--- config.mk ---
export PLATFORM = sky130hd
export DESIGN_NAME = rmq_div
export DESIGN_NICKNAME = d
export VERILOG_FILES = /design/src/rtl/rmq_div.sv
export SDC_FILE = /design/constraint.sdc
export NUM_CORES = 2
export LEC_CHECK = 0
export BUFFER_PORTS_ARGS = -buffer_cell sky130_fd_sc_hd__buf_4
export CAP_MARGIN = 10
export CORE_AREA = 2 2 524 526
export CTS_CLUSTER_DIAMETER = 100
export DETAILED_ROUTE_END_ITERATION = 16
export DIE_AREA = 0 0 526 528
export PLACE_DENSITY = 0.55
export SLEW_MARGIN = 20
export SYNTH_ARGS = -nofsm -noshare
export SYNTH_HDL_FRONTEND = slang
export SYNTH_SLANG_ARGS = --single-unit
export TNS_END_PERCENT = 5
--- constraint.sdc ---
create_clock -name clk -period 4.8 [get_ports clk]
set_input_delay 0.96 -clock clk [delete_from_list [all_inputs] [get_ports clk]]
set_output_delay 0.96 -clock clk [all_outputs]
set_load 0.01 [all_outputs]
--- src/rtl/rmq_div.sv ---
`timescale 1ns / 1ps
// ----------------------------------------------------------------------------
// rmq_div
// Pipelined signed restoring divider, one quotient bit per stage; truncates
// toward zero.
// ----------------------------------------------------------------------------
module rmq_div #(
	parameter int NUM_W = 32,
	parameter int DEN_W = 17
) (
	input  logic             clk,
	input  logic             en,
	input  logic [NUM_W-1:0] mag,
	input  logic             neg,
	input  logic [DEN_W-1:0] den,
	output logic signed [NUM_W:0] quo
);
	logic [DEN_W-1:0] rem_s [NUM_W+1];
	logic [NUM_W-1:0] q_s   [NUM_W+1];
	logic [DEN_W-1:0] den_s [NUM_W+1];
	logic             neg_s [NUM_W+1];

	assign rem_s[0] = '0;
	assign q_s[0]   = mag;
	assign den_s[0] = den;
	assign neg_s[0] = neg;

	// The dividend shifts out of q while quotient bits shift in.
	for (genvar i = 0; i < NUM_W; i++) begin : g_stage
		logic [DEN_W:0] cand;
		logic [DEN_W:0] diff;
		assign cand = {rem_s[i], q_s[i][NUM_W-1]};
		assign diff = cand - {1'b0, den_s[i]};
		always_ff @(posedge clk) begin
			if (en) begin
				if (cand >= {1'b0, den_s[i]}) begin
					rem_s[i+1] <= diff[DEN_W-1:0];
					q_s[i+1]   <= {q_s[i][NUM_W-2:0], 1'b1};
				end else begin
					rem_s[i+1] <= cand[DEN_W-1:0];
					q_s[i+1]   <= {q_s[i][NUM_W-2:0], 1'b0};
				end
				den_s[i+1] <= den_s[i];
				neg_s[i+1] <= neg_s[i];
			end
		end
	end

	assign quo = neg_s[NUM_W] ? -$signed({1'b0, q_s[NUM_W]})
	                          :  $signed({1'b0, q_s[NUM_W]});
endmodule

==> out/qor.yml <==
status:
  status: "completed"
grt:
  grtUsageMet2_pct: 21.51
  grt_max_degree: 121
  grt.total_usage_pct: 13.00
  antenna_found_initial: 5
  grt_first_pass_wirelength_um: 290500
  grt_pass1_vias: 52860
  grt-ovfl-total: 0
  busiest_layer: "met2"
  met3_usage_pct: 2.118
  use_met1_pct: 17.41
worst_setup_path:
  cp.arrival_ns: 3.63
  crit_fanout: 4
  critical_path_class: "reg -> out"
  cp-start-kind: "flip-flop"
  startpoint: "q_s[11]"
  cpPeakStageDelay_ns: 0.56
  crit_slowest_cell: "or4_4"
  required_ns: 3.84
  crit_chain: "or4_4, or4_4, or3_1, nand2b_1, nand2b_1, o41ai_2, xnor2_1, buf_4"
  r2r_start: "g_stage[18].cand[0]"
  endpoint_kind: "output pin"
worst_hold_path:
  min_path_type: "in -> reg"
  hold_start: "mag[6]"
detailed_routing:
  drt-initial-drc-count: 3844
  drc: 0
  first_pass_iters: 6
  routedWlPerCell_um: 16.69
  via_per_inst: 4.830
  antenna_left: 0
  vias: 53060
  drt_wl_total_um: 183300
synthesis:
  yosysUniqueCellTypes: 79
  synth_cells: 6923
  synth_edf_count: 2110
  ys_async_sr_fraction_pct: 0
  yosys_warnings: 0
  synth_area_um2: 94720
  synth_ff_type: "edfxtp_1"
  seq_area_frac_synth_pct: 66.89
  syn_nets: 7535
  syn_avg_cell_area_um2: 13.68
  yosys_register_bits: 2110
run:
  maxCapViolCount: 0
clock_network:
  cts_tree: "built"
  worstSkewPairLatency_ns: 0.87
  clockBufferDepth: 3
  clkSinkCount: 2110
  post_cts_buffers: 0
  cts-htree-levels: 4
  cts-root-buf: "clkbuf_16"
  cts_inserted_buffers: 225
  clk_pin_slew_ns: 0.06
floorplanning:
  die_x_um: 526
  pin_count: 85
  fp.coreArea_um2: 272400
  die_y_um: 528
  dieArea_um2: 277700
  start_util_pct: 34.77
  placementRows: 192
placed_design:
  port_buffers: 84
  pre_cts_ws_ns: 1.020
  dp.cells: 10580
  hpwlAfterDp_um: 130400
  placedInstanceArea_um2: 100400
  place.gp.congestion: 0.8885
timing:
  period_needed_ns: 4.588
  tightest_slew_ns: 0.9321
  setup-tns-final_ns: 0
  drv_slew: 0
  fmax_ghz: 0.2179
  finalHoldViolCount: 0
  relSlewSlack_pct: 37.18
  fin_crit_sh_pct: 95.59
  setup_violations: 0
  skew_ns: 0.06144
  timing.final.ws_setup_ns: 0.2118
cells_and_area:
  drive_gt1_share_pct: 9.400
  fin_area_um2: 108000
  fin_cells: 10990
  finalNetCount: 7825
  syn2layout_area_growth_pct: 13.97
  fillerInstances: 25210
  seq_area_um2: 63360
  multi_input_area_um2: 28410
power:
  p_leak_nw: 41.02
  power_density_nw_per_um2: 615.0
  totalPowerFinal_mw: 66.39
  peakVddDrop_uv: 453.0
==> routing by layer <==
| metal | part of all wire, % | vias up |
|---|---|---|
| li1 | - | 26340 |
| met1 | 46 | 25410 |
| met2 | 47 | 981 |
| met3 | 3.9 | 331 |
| met4 | 2.7 | 0 |
| met5 | 0 | - |
==> per-stage QoR <==
stage	hold WS [ns]	util, %
CTS	0.1458	39.62
global placement	0.4007	36.87
finish	0.2422	39.63
detailed placement	0.4045	36.87
global route	0.1690	39.63
floorplan	0.4003	-
==> cell usage in the layout (no fill, tap or decap), types with 25 or more instances in the layout <==
master | netlist | routed
nand3_1 | 117 | 117
and3_1 | 25 | 25
o21bai_1 | 52 | 52
clkbuf_16 | 0 | 225
bufinv_16 | 0 | 29
a21o_1 | 186 | 186
nand4_1 | 71 | 71
nor2_1 | 291 | 291
edfxtp_1 | 2110 | 2110
xnor2_1 | 218 | 218
xor2_1 | 206 | 206
o21a_1 | 66 | 66
nand2_1 | 546 | 546
o21ai_0 | 452 | 451
a21oi_1 | 419 | 419
o211ai_1 | 28 | 28
a31o_2 | 28 | 28
ha_1 | 530 | 530
mux2_2 | 118 | 118
inv_1 | 673 | 673
a211oi_1 | 69 | 69
and2_1 | 30 | 30
nand2b_1 | 38 | 38
clkinv_1 | 0 | 45
a2111oi_0 | 25 | 25
a31oi_1 | 44 | 43
nor2b_1 | 54 | 54
clkinv_2 | 0 | 34
nor3_1 | 81 | 80
clkbuf_1 | 100 | 46
fa_1 | 30 | 30
nor4_1 | 29 | 29
o31ai_1 | 37 | 36
buf_4 | 1 | 159
==> worst paths after layout <==
check	endpoint	slack, ns	cells past startpoint
worst min-delay path	q_s[999]	0.24	1
worst min register to register	q_s[359]	0.37	0
worst max register to register	g_stage[19].cand[2]	1.01	11
worst max-delay path	quo[31]	0.21	8
==> final cells by class <==
type                            count  area share, %
Antenna cell                        2       0.004636
Clock buffer                      271          5.376
Clock inverter                    137          1.574
Inverter                          673          2.340
Multi-Input combinational cell   4021          26.31
Sequential cell                  2110          58.69
Tap cell                         3589          4.160
Timing Repair Buffer              182          1.539
==> power by group <==
part	switching [mW]	total (mW)	internal [mW]	leakage, nW
combinational	12.5	21.9	9.43	16.8
sequential	1.94	27.1	25.1	20.6
clock	7.22	17.4	10.2	3.62
==> worst max-delay path, delay by kind of cell (launching register included) <==
kind,cells,cell delay [ns]
compound gates,1,0.25
buf+inv,1,0.14
flops,1,0.44
simple gates,5,1.75
xor+xnor,1,0.16
==> what timing repair did <==
| action | 4_1_cts | 5_1_grt |
|---|---|---|
| endpoints found under the setup margin | 0 | 2 |
| resized for setup | 0 | 2 |
| hold buffers | 0 | 0 |
==> kinds of logic after synthesis <==
| family | count (synthesis) | synth area share (%) |
|---|---|---|
| AND/OR/NAND/NOR | 1369 | 6.685 |
| multiplexers | 136 | 1.630 |
| adder cells (fa/ha/maj) | 560 | 7.635 |
| XOR/XNOR | 424 | 3.920 |
| flip-flops | 2110 | 66.89 |
| buffers and inverters | 792 | 3.186 |
| AO/OA/AOI/OAI | 1532 | 10.05 |
==> flip-flops by register name, summed over array words and instances, names as in the netlist <==
name and flops:
g_stage.cand 558, q_s 993, neg_s 32, den_s 527
==> cell usage after synthesis (24+ instances only) <==
library cell | n | share of area [%]
inv_1 | 673 | 2.7
mux2_2 | 118 | 1.4
nand4_1 | 71 | 0.47
xnor2_1 | 218 | 2.0
a21o_1 | 186 | 1.5
nand2_1 | 546 | 2.2
ha_1 | 530 | 7.0
and2_1 | 30 | 0.20
a2111oi_0 | 25 | 0.23
nor2_1 | 291 | 1.2
a211oi_1 | 69 | 0.55
and3_1 | 25 | 0.17
o31ai_1 | 37 | 0.29
nor4_1 | 29 | 0.19
o211ai_1 | 28 | 0.22
a21oi_1 | 419 | 2.2
edfxtp_1 | 2110 | 67
o21bai_1 | 52 | 0.41
nor2b_1 | 54 | 0.36
fa_1 | 30 | 0.63
o21ai_0 | 452 | 2.4
o21a_1 | 66 | 0.52
clkbuf_1 | 100 | 0.40
xor2_1 | 206 | 1.9
a31oi_1 | 44 | 0.29
a31o_2 | 28 | 0.26
or2_2 | 24 | 0.16
nor3_1 | 81 | 0.43
nand2b_1 | 38 | 0.25
nand3_1 | 117 | 0.62
Power figures use the tool's default switching activity.
