==> config.mk <==
export PLATFORM = sky130hd
export DESIGN_NAME = rmq_sqrt
export DESIGN_NICKNAME = d
export VERILOG_FILES = /design/src/rtl/rmq_sqrt.sv
export SDC_FILE = /design/constraint.sdc
export NUM_CORES = 1
export LEC_CHECK = 0
export ABC_AREA = 1
export BUFFER_PORTS_ARGS = -buffer_cell sky130_fd_sc_hd__buf_2
export CAP_MARGIN = 20
export CORE_MARGIN = 2
export CORE_UTILIZATION = 40
export DETAILED_ROUTE_END_ITERATION = 8
export HOLD_SLACK_MARGIN = 0.06
export PLACE_DENSITY_LB_ADDON = 0.2
export SYNTH_ARGS = -nofsm -noshare
export SYNTH_HDL_FRONTEND = slang
export SYNTH_SLANG_ARGS = --single-unit
==> constraint.sdc <==
create_clock -name clk -period 2.3 [get_ports clk]
set_input_delay 0.46 -clock clk [delete_from_list [all_inputs] [get_ports clk]]
set_output_delay 0.46 -clock clk [all_outputs]
set_load 0.1 [all_outputs]
==> src/rtl/rmq_sqrt.sv <==
`timescale 1ns / 1ps
// ----------------------------------------------------------------------------
// rmq_sqrt
// Pipelined restoring integer square root, one result bit per stage.
// ----------------------------------------------------------------------------
module rmq_sqrt #(
	parameter int IN_W = 32
) (
	input  logic                clk,
	input  logic                en,
	input  logic [IN_W-1:0]     rad,
	output logic [IN_W/2-1:0]   root
);
	localparam int RW = IN_W / 2;

	logic [IN_W-1:0] rem_s [RW+1];
	logic [RW-1:0]   res_s [RW+1];
	logic [IN_W-1:0] rad_s [RW+1];

	assign rem_s[0] = '0;
	assign res_s[0] = '0;
	assign rad_s[0] = rad;

	// Each stage brings down two radicand bits and decides one root bit.
	for (genvar i = 0; i < RW; i++) begin : g_stage
		logic [IN_W+1:0] trial;
		logic [IN_W+1:0] cand;
		assign cand  = {rem_s[i], rad_s[i][IN_W-1 -: 2]};
		assign trial = cand - {res_s[i], 2'b01};
		always_ff @(posedge clk) begin
			if (en) begin
				if (!trial[IN_W+1]) begin
					rem_s[i+1] <= trial[IN_W-1:0];
					res_s[i+1] <= {res_s[i][RW-2:0], 1'b1};
				end else begin
					rem_s[i+1] <= cand[IN_W-1:0];
					res_s[i+1] <= {res_s[i][RW-2:0], 1'b0};
				end
				rad_s[i+1] <= {rad_s[i][IN_W-3:0], 2'b00};
			end
		end
	end

	assign root = res_s[RW];
endmodule

==> out/qor.yml, run 1 <==
run_status:
  status: "complete, but fails checks"
  violations: "setup timing"
synth:
  synthXorXnorAreaFrac_pct: 3.81
  synth.mux.area_fraction_pct: 0
  synth_compound_area_share_pct: 2.16
  netlist.area_leader.share_pct: 50.7
  ys_warn_count: 0
  async_flop_share_pct: 0
  yosys.area_share.simple_pct: 31.9
  synth-seq-cells: 811
  ys_top_cells_by_area: "edfxtp_1 51%, nand2_1 20%, inv_1 6.0%"
  synth.avg_cell_area_um2: 8.03
  syn-cell-area_um2: 48100
  synthFlopType: "edfxtp_1"
  synth_edf_count: 811
  seq_area_frac_synth_pct: 50.7
  synth_top_family_by_area: "simple AND/OR/NAND/NOR gates"
  synth_cell_types: 44
  synth_fa_ha_area_share_pct: 3.54
  yosys.area.top_type: "edfxtp_1"
  synth_nets: 6152
  netlist_instances: 5982
min_path:
  hold_path_class: "in -> reg"
setup_path:
  start_kind: "flop"
  end_kind: "flop"
  crit_type: "reg -> reg"
  cp.required_ns: 2.76
  worstPathMaxFanout: 7
  cp_data_arrival_time_ns: 2.78
clocking:
  cts_buffers: 95
  clock-sinks: 811
  cts.clk_slew.worst_paths_ns: 0.06
  clockBufferDepth: 3
  htree_num_levels: 3
  cts_tree: "yes"
  cts.root.buffer_cell: "clkbuf_16"
  insertion_delay_ns: 0.73
grt:
  grt_pass1_vias: 38000
  grt_pass1_wl_um: 214000
  grtUsageTotal_pct: 22.4
  antenna_found_initial: 0
  grt-ovfl-total: 0
  grt_start_max_net_pins: 79
die:
  die_w_um: 351
  die-area_um2: 123000
  pin_count: 50
  core_um2: 119000
  start_util_pct: 40.2
  chipHeight_um: 351
  std_cell_rows: 127
route:
  ant_nets: 0
  avgRoutedWirePerCell_um: 17.1
  via_count: 40700
  dr.pass1.iters: 7
  routed_wl_um: 143000
  drc: 0
  drtIter0Drc: 3137
  routed_via_density: 4.84
finish:
  layout_common_cells: "2,395 x nand2_1, 811 x edfxtp_1, 722 x inv_1"
  fin_util_pct: 51.2
  area_growth_pct: 27.3
  mostFrequentLayoutCell: "nand2_1"
  layout-drive-gt1-share_pct: 20.3
  nets: 6890
  n_antenna_cell: 0
  fillers: 11300
sta:
  clock.fmax_ghz: 0.430
  timing.slew.headroom_pct: 61.6
  fin_skew_ns: 0.0474
  slew_violations: 0
  fin_crit_sh_pct: 101
  tns_ns: -0.0588
  hold_viol: 0
  whs_ns: 0.148
  setup_viol: 10
  worstMarginPinSlew_ns: 0.574
  rsz0062_at_grt: "yes"
  min_period_ns: 2.32
  fin_ws_ns: -0.0243
power:
  cellLeakagePower_nw: 28.0
  power-per-cell-area_nw_per_um2: 782
  power_mw: 47.9
  peakVddDrop_v: 0.000815
place:
  place_congestion: 0.938
  hpwl_um: 109000
  port_buffers: 49
  dp_slack_ns: -0.240
run:
  maxCapViolations: 0
cell families (layout without fill, tap and decap cells):
family,count (synthesis),count (layout)
buf+inv,885,1699
flops,811,811
compound gates,189,189
xor+xnor,209,209
simple gates,3751,3752
other cells,1,1
fa+ha+maj,136,136
area by class of cell:
type / instances / area [µm²] / share of cell area (%)
flip-flops and latches: 811 / 24400 / 39.8
multi-input cells: 4287 / 22200 / 36.3
repair buffers: 742 / 6530 / 10.7
inverters: 783 / 2940 / 4.80
clock buffers: 112 / 2460 / 4.02
well taps: 1612 / 2020 / 3.30
clock inverters: 62 / 696 / 1.14
final timing paths:
| path | from | end | slack [ns] | depth (start not counted) |
|---|---|---|---|---|
| worst min register to register | rad_s[277]$_DFFE_PP_ | rad_s[247]$_DFFE_PP_ | 0.41 | 0 |
| worst max-delay path | g_stage[8].cand[7]$_DFFE_PP_ | g_stage[9].cand[25]$_DFFE_PP_ | -0.02 | 11 |
| worst max register to register | g_stage[8].cand[7]$_DFFE_PP_ | g_stage[9].cand[25]$_DFFE_PP_ | -0.02 | 11 |
| worst min-delay path | en | rad_s[455]$_DFFE_PP_ | 0.15 | 1 |
timing repair:
action,4_1_cts,5_1_grt
setup buffers,28,88
pin swaps,12,103
cloned,1,21
hold endpoints to repair,33,0
endpoints found under the setup margin,236,392
gates resized for setup,45,483
hold buffers,33,0
synthesized netlist by cell type, types with 12 or more instances:
| cell | count |
|---|---|
| nand2_2 | 43 |
| nand4_1 | 110 |
| inv_2 | 12 |
| nand3_1 | 305 |
| o21ai_1 | 18 |
| nand3_2 | 16 |
| inv_1 | 771 |
| ha_1 | 136 |
| o21ai_0 | 62 |
| o21bai_1 | 12 |
| xor2_1 | 174 |
| a21oi_1 | 79 |
| nor2_2 | 13 |
| buf_6 | 35 |
| edfxtp_1 | 811 |
| nand2_1 | 2567 |
| nor3_1 | 93 |
| nor2_1 | 547 |
| nand3b_1 | 29 |
| buf_4 | 51 |
| xnor2_1 | 35 |
power breakdown:
| part | internal (mW) | total, mW | switching [mW] |
|---|---|---|---|
| logic | 5.44 | 13.1 | 7.64 |
| clock network | 8.67 | 15.1 | 6.48 |
| registers | 18.2 | 19.6 | 1.39 |
| total | 32.3 | 47.9 | 15.5 |
through the flow:
stage          std cells  instance area, µm²
2_1_floorplan       5982               48100
3_3_place_gp        8064               54000
3_5_place_dp        8064               54000
4_1_cts             8300               58000
5_1_grt             8409               61200
6_report            8409               61200
sequential cells by signal (all words and copies together), names as in the netlist:
register and count:
g_stage.cand 465, rad_s 210, res_s 120, root 16
metal layers:
| metal | vias to the layer above | wire length, µm | track usage, % |
|---|---|---|---|
| met4 | 0 | 4730 | 6.69 |
| li1 | 20600 | - | - |
| met3 | 219 | 6270 | 2.77 |
| met5 | - | 0 | 0 |
| met2 | 849 | 68000 | 37.9 |
| met1 | 19000 | 64500 | 29.9 |
critical path, cell delays in order (launching register included):
cell       delay, ns
edfxtp_1        0.55
ha_4            0.37
nand2_4         0.07
nor2_4          0.12
nand3_2         0.12
nand3_4         0.13
nand2_4         0.07
nand4_1         0.18
nand2_8         0.14
clkbuf_16       0.20
nand2_2         0.06
nand2_2         0.07
Note: power is estimated with default switching activity, not from simulation.
==> inputs of run 2 (changes only) <==
clock period = 2.86 ns   (was 2.3 ns; I/O delays follow)
==> run 2 against run 1 <==
Effect of this change:
- the run now ends clean
- sequential power fell by 19%
- final cell count fell by 6.9%
- clock skew up 0.0030 ns
- core utilization shrank 6.3 points
- register-to-register slack improved by 0.25 ns
- global-route usage decreased by 1.3 points
- via count is 6.5% lower
- cell area shrank 12%
- critical path depth increased by 4
- count of clock-buffer cells in the layout is 3 higher
- largest power group unchanged
==> out/qor.yml, run 2 (synthesis results as in run 1) <==
sta:
  tns_ns: 0  # was -0.0588 ns
  hold_viol: 0  # unchanged
  whs_ns: 0.142  # was 0.148 ns
  setup_viol: 0  # was 10
  clock.fmax_ghz: 0.379  # was 0.430 GHz
  timing.slew.headroom_pct: 55.6  # was 61.6%
  min_period_ns: 2.64  # was 2.32 ns
  fin_crit_sh_pct: 92.2  # was 101%
  rsz0062_at_grt: "no"  # was yes
  worstMarginPinSlew_ns: 0.663  # was 0.574 ns
  slew_violations: 0  # unchanged
  fin_ws_ns: 0.223  # was -0.0243 ns
  fin_skew_ns: 0.0504  # was 0.0474 ns
power:
  power_mw: 35.2  # was 47.9 mW
  cellLeakagePower_nw: 24.6  # was 28.0 nW
  peakVddDrop_v: 0.000474  # was 0.000815 V
  power-per-cell-area_nw_per_um2: 655  # was 782 nW/µm²
min_path:
  hold_path_class: "in -> reg"  # unchanged
  min_path_cells: 3  # was 1
  hold_end: "g_stage[1].cand[3]$_DFFE_PP_"  # was rad_s[455]$_DFFE_PP_
  hp-start: "rad[31]"  # was en
setup_path:
  r2r-start: "res_s[194]$_DFFE_PP_"  # was g_stage[8].cand[7]$_DFFE_PP_
  cp.required_ns: 3.28  # was 2.76 ns
  timing.rr.end: "g_stage[5].cand[16]$_DFFE_PP_"  # was g_stage[9].cand[25]$_DFFE_PP_
  cp_num_buf_inv: 3  # was 1
  worstPathMaxFanout: 22  # was 7
  cp.depth: 15  # was 11
  cpMostUsedCell: "nand2_1"
  r2r_setup_slack_ns: 0.22  # was -0.02 ns
  crit_type: "reg -> reg"  # unchanged
  start_kind: "flop"  # unchanged
  crit_path_max_incr_delay_ns: 0.48  # was 0.55 ns
  crit_slowest_cell: "edfxtp_1"  # unchanged
  worstPathCellList: "inv_1 -> ha_1 -> nand2_1 -> inv_1 -> nand2_1 -> nand2_1 -> nand2_1 -> nand3_2 -> nor2_4 -> nand2_2 -> nand2_1 -> nand2_4 -> buf_4 -> nand2_1 -> nand2_1"  # was ha_4 -> nand2_4 -> nor2_4 -> nand3_2 -> nand3_4 -> nand2_4 -> nand4_1 -> nand2_8 -> clkbuf_16 -> nand2_2 -> nand2_2
  cp_top_family: "simple AND/OR/NAND/NOR gates"  # unchanged
  end_kind: "flop"  # unchanged
  cp_data_arrival_time_ns: 3.06  # was 2.78 ns
  reg2reg_depth: 15  # was 11
finish:
  largest_reg_flops: 465  # unchanged
  mostFrequentLayoutCell: "nand2_1"  # unchanged
  area_growth_pct: 11.8  # was 27.3%
  layout-drive-gt1-share_pct: 6.05  # was 20.3%
  layout_common_cells: "2,567 x nand2_1, 811 x edfxtp_1, 771 x inv_1"  # was 2,395 x nand2_1, 811 x edfxtp_1, 722 x inv_1
  nets: 6312  # was 6,890
  fillers: 11900  # was 11,300
  multi_input_comb_area_um2: 19900  # was 22,200 µm²
  ff_latch_area_um2: 24400  # unchanged
  n_antenna_cell: 0  # unchanged
  fin_util_pct: 44.9  # was 51.2%
route:
  via_count: 38000  # was 40,700
  routed_wl_um: 129000  # was 143,000 µm
  routed_via_density: 4.86  # was 4.84
  dr.pass1.iters: 8  # was 7
  drtIter0Drc: 3036  # was 3,137
  drc: 0  # unchanged
  avgRoutedWirePerCell_um: 16.5  # was 17.1 µm
  ant_nets: 0  # unchanged
grt:
  use_met1_pct: 28.2  # was 29.9%
  grt-busiest-layer: "met2"  # unchanged
  grt-ovfl-total: 0  # unchanged
  gr-usage-met2_pct: 34.9  # was 37.9%
  grt_pass1_wl_um: 202000  # was 214,000 µm
  grtUsageTotal_pct: 21.1  # was 22.4%
  use_met3_pct: 2.97  # was 2.77%
  grt_pass1_vias: 36000  # was 38,000
  antenna_found_initial: 0  # unchanged
  grt_start_max_net_pins: 115  # was 79
run_status:
  status: "finished clean"  # was complete, but fails checks
clocking:
  cts_resized: 0  # was 45
  clockBufferDepth: 3  # unchanged
  cts.clk_slew.worst_paths_ns: 0.07  # was 0.06 ns
  cts.root.buffer_cell: "clkbuf_16"  # unchanged
  htree_num_levels: 3  # unchanged
  cts_tree: "yes"  # unchanged
  insertion_delay_ns: 0.72  # was 0.73 ns
  clock-sinks: 811  # unchanged
  cts_buffers: 91  # was 95
run:
  maxCapViolations: 0  # unchanged
place:
  port_buffers: 49  # unchanged
  dp_slack_ns: 0.173  # was -0.240 ns
  place_congestion: 0.895  # was 0.938
  hpwl_um: 101000  # was 109,000 µm
die:
  start_util_pct: 40.2  # unchanged
  die_w_um: 351  # unchanged
  core_um2: 119000  # unchanged
  die-area_um2: 123000  # unchanged
  pin_count: 50  # unchanged
  chipHeight_um: 351  # unchanged
  std_cell_rows: 127  # unchanged
run 2: cell count changes in the layout (fill, tap and decap cells not counted), moves of 44 or more:
| cell | delta |
|---|---|
| nand2_1 | +172 |
| nand2_2 | -125 |
| ha_1 | +80 |
| buf_4 | -508 |
| inv_2 | -49 |
| nor2_1 | +44 |
| ha_4 | -77 |
| inv_1 | +49 |
| nand2_4 | -44 |
run 2: how the worst max path moves through the flow:
stage | slack, ns | to | from
2_1_floorplan | 0.80 | g_stage[8].cand[16]$_DFFE_PP_ | g_stage[7].cand[8]$_DFFE_PP_
3_3_place_gp | 0.26 | g_stage[5].cand[18]$_DFFE_PP_ | res_s[194]$_DFFE_PP_
3_5_place_dp | 0.17 | g_stage[7].cand[7]$_DFFE_PP_ | res_s[164]$_DFFE_PP_
4_1_cts | 0.16 | g_stage[7].cand[7]$_DFFE_PP_ | res_s[164]$_DFFE_PP_
5_1_grt | 0.02 | g_stage[5].cand[16]$_DFFE_PP_ | res_s[194]$_DFFE_PP_
6_report | 0.22 | g_stage[5].cand[16]$_DFFE_PP_ | res_s[194]$_DFFE_PP_
run 2: report_power, final:
group	internal, mW	total (mW)	switching (mW)
Sequential	14.7	15.8	1.10
Clock	6.75	11.8	5.06
Combinational	2.44	7.57	5.13
run 2: worst reg2reg max path: stages, from the launching register on:
cell and delay, ns:
edfxtp_1 0.48, inv_1 0.08, ha_1 0.37, nand2_1 0.16
inv_1 0.07, nand2_1 0.06, nand2_1 0.05, nand2_1 0.09
nand3_2 0.12, nor2_4 0.17, nand2_2 0.07, nand2_1 0.10
nand2_4 0.18, buf_4 0.23, nand2_1 0.05, nand2_1 0.05
run 2: layout make-up:
| class | count | area share (%) |
|---|---|---|
| Inverter | 783 | 5.47 |
| Multi-Input combinational cell | 4286 | 37.1 |
| Clock buffer | 115 | 4.41 |
| Timing Repair Buffer | 169 | 2.75 |
| Clock inverter | 53 | 1.19 |
| Tap cell | 1612 | 3.76 |
| Sequential cell | 811 | 45.3 |
run 2: layer usage:
| metal | part of all wire (%) | routed length [µm] |
|---|---|---|
| met5 | 0 | 0 |
| met4 | 3.6 | 4630 |
| met3 | 4.7 | 6140 |
| met2 | 46 | 60100 |
| met1 | 45 | 58500 |
run 2: what timing repair did:
action	4_1_cts	5_1_grt
setup buffers	0	1
setup endpoints to repair	0	1
endpoints found under the hold margin	29	0
hold buffers	29	0
run 2: per-stage QoR:
step                      instance area [µm²]  instances
final                                   53700       7829
after global routing                    53700       7829
after CTS                               53700       7828
after detailed placement                50400       7631
after global placement                  50400       7631
after floorplan                         48100       5982
